### config.mk
export PLATFORM = sky130hd
export DESIGN_NAME = circular_deque
export DESIGN_NICKNAME = d
export VERILOG_FILES = /design/src/hw/rtl/cdq_pkg.sv /design/src/hw/rtl/circular_deque.sv /design/src/hw/rtl/cdq_ctrl.sv /design/src/hw/rtl/cdq_dp.sv
export SDC_FILE = /design/constraint.sdc
export NUM_CORES = 1
export LEC_CHECK = 0
export BUFFER_PORTS_ARGS = -buffer_cell sky130_fd_sc_hd__buf_2
export CELL_PAD_IN_SITES_DETAIL_PLACEMENT = 1
export CELL_PAD_IN_SITES_GLOBAL_PLACEMENT = 1
export CORE_ASPECT_RATIO = 0.8
export CORE_MARGIN = 10
export CORE_UTILIZATION = 53
export CTS_CLUSTER_SIZE = 28
export DETAILED_ROUTE_END_ITERATION = 7
export PLACE_DENSITY = 0.77
export SYNTH_ARGS = -nofsm -noshare
export SYNTH_HDL_FRONTEND = slang
export SYNTH_SLANG_ARGS = --single-unit
### constraint.sdc
create_clock -name clk -period 6.4 [get_ports clk]
set_input_delay 0.96 -clock clk [delete_from_list [all_inputs] [get_ports clk]]
set_output_delay 0.96 -clock clk [all_outputs]
set_load 0.02 [all_outputs]
### src/hw/rtl/cdq_pkg.sv
// cdq_pkg: shared types, widths and codes for the circular deque
// no dependencies; imported by cdq_ctrl, cdq_dp and circular_deque
package cdq_pkg;

	// default number of store entries
	localparam int DEPTH_DEFAULT = 16;

	// fixed field widths
	localparam int CMD_W  = 2;
	localparam int TIME_W = 16;
	localparam int TAG_W  = 8;
	localparam int STAT_W = 2;
	localparam int OCC_W  = 5;
	localparam int WORD_W = TIME_W + TAG_W;

	// command codes
	typedef enum logic [CMD_W-1:0] {
		CMD_PUSH_FRONT = 2'd0,
		CMD_PUSH_REAR  = 2'd1,
		CMD_POP_FRONT  = 2'd2,
		CMD_POP_REAR   = 2'd3
	} cmd_t;

	// result status codes
	localparam logic [STAT_W-1:0] STAT_DONE  = 2'd0;
	localparam logic [STAT_W-1:0] STAT_FULL  = 2'd1;
	localparam logic [STAT_W-1:0] STAT_EMPTY = 2'd2;

	// controller to datapath commands
	typedef struct packed {
		logic load;   // capture the input beat
		logic exec;   // update pointers and access the store
		logic fill;   // load the output register
	} cdq_ctl_t;

	// datapath to controller status
	typedef struct packed {
		logic out_free;   // output register can take a new result this cycle
	} cdq_sts_t;

endpackage

### src/hw/rtl/circular_deque.sv
// circular_deque: top level of the bounded double-ended queue
// depends on cdq_pkg, cdq_ctrl and cdq_dp

// A bounded double-ended queue of DEPTH entries of time stamp and tag, kept
// in a circular store. Each input beat carries one command (push front, push
// rear, pop front, pop rear) and yields exactly one output beat with status,
// the popped entry when there is one, and the occupancy after the command.
// A push into a full deque is dropped with status full; a pop from an empty
// one changes nothing and reports status empty. The beat is captured when it
// is accepted, the store access with its registered read follows in the
// execute step, and the output register loads in the fill step. The input
// stall drops with the output load, so a new beat is accepted only once the
// previous result has been loaded into the output register. While a waiting
// result is stalled at the output, the sequencer holds in its fill step and
// the next beat waits as long as the stall lasts. The output register holds a
// waiting result while the next command is taken in. No clearing pass is
// needed after reset.
module circular_deque #(
	parameter int DEPTH = cdq_pkg::DEPTH_DEFAULT
) (
	input  logic                        clk,
	input  logic                        arst_n,
	input  logic                        in_valid,
	output logic                        in_stall,
	input  logic [cdq_pkg::CMD_W-1:0]   cmd,
	input  logic [cdq_pkg::TIME_W-1:0]  entry_time,
	input  logic [cdq_pkg::TAG_W-1:0]   entry_tag,
	output logic                        out_valid,
	input  logic                        out_stall,
	output logic [cdq_pkg::STAT_W-1:0]  status,
	output logic                        data_valid,
	output logic [cdq_pkg::TIME_W-1:0]  out_time,
	output logic [cdq_pkg::TAG_W-1:0]   out_tag,
	output logic [cdq_pkg::OCC_W-1:0]   occupancy
);
	import cdq_pkg::*;

	cdq_ctl_t ctl;
	cdq_sts_t sts;

	// sequencer
	cdq_ctrl u_ctrl (
		.clk      (clk),
		.arst_n   (arst_n),
		.in_valid (in_valid),
		.in_stall (in_stall),
		.ctl      (ctl),
		.sts      (sts)
	);

	// pointers, store and output register
	cdq_dp #(
		.DEPTH (DEPTH)
	) u_dp (
		.clk        (clk),
		.arst_n     (arst_n),
		.ctl        (ctl),
		.sts        (sts),
		.cmd        (cmd),
		.entry_time (entry_time),
		.entry_tag  (entry_tag),
		.out_valid  (out_valid),
		.out_stall  (out_stall),
		.status     (status),
		.data_valid (data_valid),
		.out_time   (out_time),
		.out_tag    (out_tag),
		.occupancy  (occupancy)
	);

endmodule

### src/hw/rtl/cdq_ctrl.sv
// cdq_ctrl: sequencer for the circular deque (capture, execute, fill)
// depends on cdq_pkg for the command and status structs
module cdq_ctrl (
	input  logic              clk,
	input  logic              arst_n,
	input  logic              in_valid,
	output logic              in_stall,
	output cdq_pkg::cdq_ctl_t ctl,
	input  cdq_pkg::cdq_sts_t sts
);
	import cdq_pkg::*;

	typedef enum logic [1:0] {
		S_IDLE,
		S_EXEC,
		S_FILL
	} state_t;

	state_t state_q;
	logic   in_stall_q;
	logic   accept;

	assign accept   = in_valid && !in_stall_q;
	assign in_stall = in_stall_q;

	// commands to the datapath
	always_comb begin
		ctl.load = accept;
		ctl.exec = (state_q == S_EXEC);
		ctl.fill = (state_q == S_FILL) && sts.out_free;
	end

	// state and registered stall
	always_ff @(posedge clk or negedge arst_n) begin
		if (!arst_n) begin
			state_q    <= S_IDLE;
			in_stall_q <= 1'b0;
		end else begin
			case (state_q)
				S_IDLE: begin
					if (accept) begin
						state_q    <= S_EXEC;
						in_stall_q <= 1'b1;
					end
				end
				S_EXEC: begin
					state_q <= S_FILL;
				end
				S_FILL: begin
					if (sts.out_free) begin
						state_q    <= S_IDLE;
						in_stall_q <= 1'b0;
					end
				end
				default: begin
					state_q    <= S_IDLE;
					in_stall_q <= 1'b0;
				end
			endcase
		end
	end

endmodule

### src/hw/rtl/cdq_dp.sv
// cdq_dp: datapath of the circular deque: pointers, count, entry store, output register
// depends on cdq_pkg for widths, codes and the command and status structs
module cdq_dp #(
	parameter int DEPTH = cdq_pkg::DEPTH_DEFAULT
) (
	input  logic                        clk,
	input  logic                        arst_n,
	input  cdq_pkg::cdq_ctl_t           ctl,
	output cdq_pkg::cdq_sts_t           sts,
	input  logic [cdq_pkg::CMD_W-1:0]   cmd,
	input  logic [cdq_pkg::TIME_W-1:0]  entry_time,
	input  logic [cdq_pkg::TAG_W-1:0]   entry_tag,
	output logic                        out_valid,
	input  logic                        out_stall,
	output logic [cdq_pkg::STAT_W-1:0]  status,
	output logic                        data_valid,
	output logic [cdq_pkg::TIME_W-1:0]  out_time,
	output logic [cdq_pkg::TAG_W-1:0]   out_tag,
	output logic [cdq_pkg::OCC_W-1:0]   occupancy
);
	import cdq_pkg::*;

	localparam int AW = (DEPTH > 1) ? $clog2(DEPTH) : 1;
	localparam int CW = $clog2(DEPTH + 1);
	localparam logic [AW-1:0] LAST_SLOT = AW'(DEPTH - 1);
	localparam logic [CW-1:0] FULL_CNT  = CW'(DEPTH);

	// entry store
	logic [WORD_W-1:0] mem [DEPTH];

	// captured beat
	cmd_t              cmd_q;
	logic [WORD_W-1:0] word_q;

	// deque control state
	logic [AW-1:0] head_q;
	logic [AW-1:0] tail_q;
	logic [CW-1:0] count_q;

	// execute results
	logic [WORD_W-1:0] rd_q;
	logic [STAT_W-1:0] stat_q;
	logic              dv_q;

	// output register
	logic              out_valid_q;
	logic [STAT_W-1:0] status_q;
	logic              data_valid_q;
	logic [TIME_W-1:0] out_time_q;
	logic [TAG_W-1:0]  out_tag_q;
	logic [OCC_W-1:0]  occupancy_q;

	logic          is_push;
	logic          is_front;
	logic          full;
	logic          empty;
	logic          last;
	logic [AW-1:0] head_prev;
	logic [AW-1:0] head_next;
	logic [AW-1:0] tail_prev;
	logic [AW-1:0] tail_next;
	logic [AW-1:0] wr_slot;
	logic [AW-1:0] rd_slot;
	logic          do_write;
	logic [OCC_W+CW-1:0] count_ext;

	// command decode and slot arithmetic
	always_comb begin
		is_push   = (cmd_q == CMD_PUSH_FRONT) || (cmd_q == CMD_PUSH_REAR);
		is_front  = (cmd_q == CMD_PUSH_FRONT) || (cmd_q == CMD_POP_FRONT);
		full      = (count_q == FULL_CNT);
		empty     = (count_q == '0);
		last      = (count_q == CW'(1));
		head_prev = (head_q == '0) ? LAST_SLOT : head_q - AW'(1);
		head_next = (head_q == LAST_SLOT) ? '0 : head_q + AW'(1);
		tail_prev = (tail_q == '0) ? LAST_SLOT : tail_q - AW'(1);
		tail_next = (tail_q == LAST_SLOT) ? '0 : tail_q + AW'(1);
		if (empty) begin
			wr_slot = '0;
		end else if (is_front) begin
			wr_slot = head_prev;
		end else begin
			wr_slot = tail_next;
		end
		rd_slot   = is_front ? head_q : tail_q;
		do_write  = ctl.exec && is_push && !full;
		count_ext = {{OCC_W{1'b0}}, count_q};
	end

	// store write and registered read
	always_ff @(posedge clk) begin
		if (do_write) begin
			mem[wr_slot] <= word_q;
		end
		if (ctl.exec) begin
			rd_q <= mem[rd_slot];
		end
	end

	// beat capture
	always_ff @(posedge clk) begin
		if (ctl.load) begin
			cmd_q  <= cmd_t'(cmd);
			word_q <= {entry_time, entry_tag};
		end
	end

	// pointer and count update
	always_ff @(posedge clk or negedge arst_n) begin
		if (!arst_n) begin
			head_q  <= '0;
			tail_q  <= '0;
			count_q <= '0;
		end else if (ctl.exec) begin
			if (is_push) begin
				if (!full) begin
					if (empty) begin
						head_q <= '0;
						tail_q <= '0;
					end else if (is_front) begin
						head_q <= head_prev;
					end else begin
						tail_q <= tail_next;
					end
					count_q <= count_q + CW'(1);
				end
			end else if (!empty) begin
				if (last) begin
					head_q <= '0;
					tail_q <= '0;
				end else if (is_front) begin
					head_q <= head_next;
				end else begin
					tail_q <= tail_prev;
				end
				count_q <= count_q - CW'(1);
			end
		end
	end

	// result status of the executed command
	always_ff @(posedge clk) begin
		if (ctl.exec) begin
			if (is_push) begin
				stat_q <= full ? STAT_FULL : STAT_DONE;
				dv_q   <= 1'b0;
			end else begin
				stat_q <= empty ? STAT_EMPTY : STAT_DONE;
				dv_q   <= !empty;
			end
		end
	end

	// output register payload
	always_ff @(posedge clk) begin
		if (ctl.fill) begin
			status_q     <= stat_q;
			data_valid_q <= dv_q;
			out_time_q   <= dv_q ? rd_q[WORD_W-1:TAG_W] : '0;
			out_tag_q    <= dv_q ? rd_q[TAG_W-1:0] : '0;
			occupancy_q  <= count_ext[OCC_W-1:0];
		end
	end

	// output beat valid
	always_ff @(posedge clk or negedge arst_n) begin
		if (!arst_n) begin
			out_valid_q <= 1'b0;
		end else if (ctl.fill) begin
			out_valid_q <= 1'b1;
		end else if (!out_stall) begin
			out_valid_q <= 1'b0;
		end
	end

	assign sts.out_free = !out_valid_q || !out_stall;

	assign out_valid  = out_valid_q;
	assign status     = status_q;
	assign data_valid = data_valid_q;
	assign out_time   = out_time_q;
	assign out_tag    = out_tag_q;
	assign occupancy  = occupancy_q;

endmodule
Word level (Yosys, flattened, before mapping)

Memory sizes are Yosys's and may differ from the RTL's. A register that Yosys moved wholly into a read port is not among the register bits.
Cells that the tools add are included.

Bitwise operators: 1
Magnitude comparators: 0
Reductions and logical operators: 23
Divide/modulo/power cells: 0
Muxes and demuxes: 37
Shifts and indexed selects: 0
Add/subtract/negate cells: 6
Equality and inequality tests: 16
Multipliers: 0

Operators with widths:

| operator                                                                 | number |
|---|---|
| 4-bit 2-to-1 mux                                                         | 21 |
| 5-bit 2-to-1 mux                                                         | 3 |
| 5-bit AND reduction                                                      | 2 |
| 4-bit by 1-bit adder with 4-bit output (second input constant)           | 2 |
| 4-bit == test (second input constant)                                    | 2 |
| 4-bit zero test                                                          | 2 |
| 2-bit 2-to-1 mux                                                         | 4 |
| 2-bit by 1-bit inequality test with 1-bit output (second input constant) | 4 |
| 4-bit by 1-bit subtractor with 4-bit output (second input constant)      | 2 |
| 1-bit 2-to-1 mux                                                         | 7 |
| 3-bit inequality test (second input constant)                            | 2 |
| 2-bit case mux with 3 select lines                                       | 1 |
| 3-bit AND reduction                                                      | 2 |
| 5-bit by 1-bit adder with 5-bit output (second input constant)           | 1 |
| 5-bit by 1-bit == test with 1-bit output (second input constant)         | 1 |
| 5-bit == test (second input constant)                                    | 1 |
| 1-bit zero test                                                          | 5 |
| 5-bit zero test                                                          | 1 |
| 5-bit by 1-bit subtractor with 5-bit output (second input constant)      | 1 |
| 2-bit by 1-bit == test with 1-bit output (second input constant)         | 2 |
| 2-bit == test (second input constant)                                    | 2 |
| 1-bit logical AND                                                        | 4 |
| 2-bit zero test                                                          | 2 |
| 1-bit logical OR                                                         | 3 |
| other kinds (6)                                                          | 6 |

Memories: 1
Memory bits (writable): 384
Register bits after elaboration: 78
Bits in latches: 0
ROM bits: 0

Memories:

| memory   | depth | width | rd ports | clocked after Yosys merged registers in | write ports | line         | source |
|---|---|---|---|---|---|---|---|
| u_dp.mem | 16    | 24    | 1        | 1                                       | 1           | cdq_dp.sv:29 | `logic [WORD_W-1:0] mem [DEPTH];` |

Longest topological paths before layout

Word-level depth: 6
Gate-level depth with buffers: 7
Mapped depth without buffers: 6

Modules after synthesis

A second synthesis with hierarchy kept.

Cells, all modules: 1055
Area, all modules: 18839.3 um^2

By module, submodules not included:

| module   | cells an instance | area an instance (um^2) | instances |
|---|---|---|---|
| cdq_dp   | 1041              | 18694.2                 | 1 |
| cdq_ctrl | 14                | 145.1                   | 1 |

Worst setup path after synthesis

OpenSTA, ideal clock, no wires.

Path type: register to register
Start point: reg u_ctrl.state_q[1]
End point: mem u_dp.mem[11][0] in the netlist's numbering (enable)
Period minus slack after synthesis: 4.467 ns
Arrival: 4.032 ns
Stages on the path, launching flop included: 5
Slack: 1.933 ns
Data required time: 5.965 ns
Path buffers: 0
Path through: dfrtp_1 > nor2b_1 > and3_1 > o21ai_0 > nor3_1

Word-level cells in the longest chain between the ends: 5

RTL lines:

| item                                     | line           | source |
|---|---|---|
| start: declaration                       | cdq_ctrl.sv:19 | `state_t state_q;` |
| start signal: assignment                 | cdq_ctrl.sv:36 | `state_q <= S_IDLE;` |
| start signal: assignment                 | cdq_ctrl.sv:42 | `state_q <= S_EXEC;` |
| start signal: assignment                 | cdq_ctrl.sv:47 | `state_q <= S_FILL;` |
| 2-bit by 1-bit == test with 1-bit output | cdq_ctrl.sv:29 | `ctl.exec = (state_q == S_EXEC);` |
| 1-bit logical AND (2 in series)          | cdq_dp.sv:86   | `do_write = ctl.exec && is_push && !full;` |
| 1-bit 2-to-1 mux                         | cdq_dp.sv:92   | `if (do_write) begin` |
| 1-bit 2-to-1 mux (not written as such)   | cdq_dp.sv:93   | `mem[wr_slot] <= word_q;` |
| end: declaration                         | cdq_dp.sv:29   |  |

No other way between the ends.

Worst setup path in the final report

Start point: reg u_dp.cmd_q[0]
End point: reg u_dp.rd_q[4], read port of u_dp.mem (data pin)

Word-level cells in the longest chain between the ends: 3
Elaborated cells on any way between the ends: 4
Classes of those cells: eq/ne: 1; mux: 1; reduce/logical: 2

RTL lines:

| item                                             | line          | source |
|---|---|---|
| start: declaration                               | cdq_dp.sv:32  | `cmd_t cmd_q;` |
| start signal: assignment                         | cdq_dp.sv:103 | `cmd_q <= cmd_t'(cmd);` |
| 2-bit == test or 2-bit zero test (tied branches) | cdq_dp.sv:70  | `is_front = (cmd_q == CMD_PUSH_FRONT) \|\| (cmd_q == CMD_POP_FRONT);` |
| 1-bit logical OR *                               | cdq_dp.sv:70  |  |
| 4-bit 2-to-1 mux *                               | cdq_dp.sv:85  | `rd_slot = is_front ? head_q : tail_q;` |
| end: declaration                                 | cdq_dp.sv:41  | `logic [WORD_W-1:0] rd_q;` |

Mark *: on every way between the ends. The rest lies on a longest branch, timed or not.
A chain may end at the register's enable or synchronous reset.

==> reports/results.ini <==
[cts]
clock_sinks=486
clk_latency_ns=0.58
cts_setup_buffers=0
holdBufCountCts=0
numCtsBuffers=47
cts_max_path_buffers=3
clk_pin_slew_ns=0.06
htreeDepth=2
tritoncts=built
root_buffer=clkbuf_16
post_cts_resized=0

[sta]
fin_ws_ns=2.566
rsz0062_at_grt=false
hold-worst-slack_ns=0.3251
setup_viol=0
hold_violations=0
tns_ns=0
worst_slew_pin_slew_ns=1.194
post-route-period-util=0.5990
slew_violations=0
fmax_mhz=260.8
layout_min_cycle_time_ns=3.834
slew_headroom=0.1994
finalClockSkew_ns=0.02619

[critical_path]
critPathLaunchType=flip-flop
cp_data_arrival_time_ns=4.12
cp.required_ns=6.69
endpoint_kind=flip-flop
crit_type=reg2reg
path_max_fanout=140

[synth]
yosysUniqueCellTypes=55
synthArstFlopShare=0.03498
synthesis.area_sq_um=18830
synth_fp_nets=1093
synth_ff_type=edfxtp_1
yosys_register_bits=486
syn-instance-count=1055
yosysSeqAreaShare=0.7707
yosysWarnings=0
synth_edf_count=469
avgSynthCellArea_sq_um=17.85

[grt]
grt_start_max_net_pins=141
antenna_found_initial=0
grt.overflow.total=0
grt_usage=0.2115
grt_pass1_vias=10700
grt_pass1_wl_um=69170

[floorplan]
fp.dieArea_sq_um=43510
die_h_um=188.6
start_util=0.5398
die_width_um=230.7
num_io_pins=64
row_count=61
core_sq_um=34880

[route]
drcViolationCount=0
avgViaCountPerCell=6.114
wl_um=46180
final_antenna_net_count=0
dr.pass1.iters=5
drt_iter0_drc=849
vias=10110
wire_per_inst_um=27.92

[place]
place_ws_ns=2.704
port_buffers=63
routabilityCongestion=0.8452
dp_hpwl_um=26350

[power_and_ir_drop]
p_clk_frac=0.293
power_switching_mw=2.826
combPwrFrac=0.249
swShare=0.3105
share_seq_of_total_power=0.458
vdd.ir_drop.worst_mv=0.2863
p_leak_nw=7.618
p_int_mw=6.274
power.density_nw_per_um2=426.5

[cells_and_area]
fin_nets=1182
area_growth_pct=13.33
drive_gt1_frac=0.1658
antenna_cells=0

[run]
cap_violations=0

[run_status]
status=finished, final reports clean

[worst_hold_path]
hp-class=in2async

-- path summary, 6_finish.rpt --
| path | from | to | slack [ns] | cells after the start |
|---|---|---|---|---|
| max reg2reg | u_dp.cmd_q[0]$_DFFE_PP_ | u_dp.rd_q[4]$_DFFE_PN_ | 2.57 | 6 |
| max | u_dp.cmd_q[0]$_DFFE_PP_ | u_dp.rd_q[4]$_DFFE_PN_ | 2.57 | 6 |
| max in group asynchronous | arst_n | u_dp.tail_q[0]$_DFFE_PN0P_ | 5.79 | 1 |
| min | arst_n | u_dp.count_q[4]$_DFFE_PN0P_ | 0.33 | 1 |
| min in group clk | u_dp.stat_q[1]$_SDFFCE_PN0N_ | u_dp.status[1]$_DFFE_PP_ | 0.42 | 0 |
| min reg2reg | u_dp.stat_q[1]$_SDFFCE_PN0N_ | u_dp.status[1]$_DFFE_PP_ | 0.42 | 0 |
-- placed cells by master, fill, tap and decap left out, types with 10 or more instances in the layout --
cell type,instances
nor3_2,12
clkinv_2,10
clkinv_1,10
edfxtp_1,469
buf_4,30
buf_2,63
mux2i_1,194
o22ai_1,97
or4_1,24
a21oi_1,10
inv_1,10
clkbuf_1,12
nor2_1,18
and2_1,27
clkbuf_16,48
dfrtp_1,17
-- per-layer routing --
layer | vias up | wire [um] | track usage
li1 | 4410 | - | -
met1 | 5320 | 19720 | 0.2816
met2 | 314 | 22850 | 0.3529
met3 | 69 | 2579 | 0.03933
met4 | 0 | 1025 | 0.05506
met5 | - | 0 | 0
-- cell families (layout without fill, tap and decap cells) --
kind of cell	after synthesis	after routing	synth area share
and+or+nand+nor	129	129	0.04260
muxes	198	198	0.1058
adders and majority gates	8	8	0.005317
AOI/OAI and AO/OA	162	162	0.05576
buffers and inverters	64	191	0.01615
DFF	486	486	0.7707
xor gates and xnor gates	8	8	0.003722
-- synth_stat cells, drive strengths merged (5+ instances only) --
| cell | n | area, sq um |
|---|---|---|
| a21oi | 15 | 75.07 |
| a22oi | 6 | 45.04 |
| and2 | 27 | 168.9 |
| buf | 42 | 221.5 |
| clkbuf | 12 | 45.04 |
| dfrtp | 17 | 425.4 |
| edfxtp | 469 | 14080 |
| ha | 8 | 100.1 |
| inv | 10 | 37.54 |
| mux2i | 196 | 1966 |
| nand2 | 5 | 18.77 |
| nand2b | 9 | 56.30 |
| nor2 | 18 | 67.56 |
| nor3 | 19 | 95.09 |
| nor3b | 6 | 45.04 |
| o21ai | 18 | 112.6 |
| o22ai | 97 | 606.8 |
| or4 | 24 | 180.2 |
| xor2 | 5 | 43.79 |
-- metrics by stage --
stage / instance area (sq um) / std cells / total power [mW] / util
6_report: 21340 / 1654 / 9.100 / 0.6117
5_1_grt: 21340 / 1654 / 9.478 / 0.6117
4_1_cts: 21340 / 1654 / 9.139 / 0.6117
3_5_place_dp: 19870 / 1567 / 6.474 / 0.5697
3_3_place_gp: 19870 / 1567 / 6.369 / 0.5697
2_1_floorplan: 18830 / 1055 / 5.721 / -
-- critical path, stage by stage, from the launching register on --
cell and delay, ns:
edfxtp_1 0.81, mux2i_4 0.36, buf_12 0.55, buf_4 0.58, mux2i_1 0.26, o22ai_1 0.10
or4_1 0.54
-- registers in the layout, summed over array words and instances, names as in the netlist --
name / flops
u_dp.out_valid: 1
u_dp.status: 2
u_dp.data_valid: 1
u_dp.head_q: 4
u_dp.word_q: 24
u_ctrl.in_stall: 1
u_dp.tail_q: 4
u_dp.occupancy: 5
u_dp.count_q: 5
u_dp.out_tag: 8
u_dp.rd_q: 24
u_dp.out_time: 16
u_dp.mem: 384
u_ctrl.state_q: 2
u_dp.dv_q: 1
u_dp.cmd_q: 2
u_dp.stat_q: 2
-- power by group through the flow --
stage	registers [mW]	clock network [mW]	logic (mW)
after detailed placement	4.23	0	2.24
after global routing	4.20	2.84	2.43
final	4.17	2.67	2.27
after floorplan	4.12	0	1.60
after global placement	4.21	0	2.16
after CTS	4.17	2.71	2.27
-- layout make-up --
cell class	count	area [sq um]
Inverter	10	37.54
Multi-Input combinational cell	505	4174
Fill cell	3076	13540
Sequential cell	486	14510
Tap cell	472	590.6
Clock inverter	27	219.0
Timing Repair Buffer	94	560.5
Clock buffer	60	1246
(Power assumes the default switching activity.)
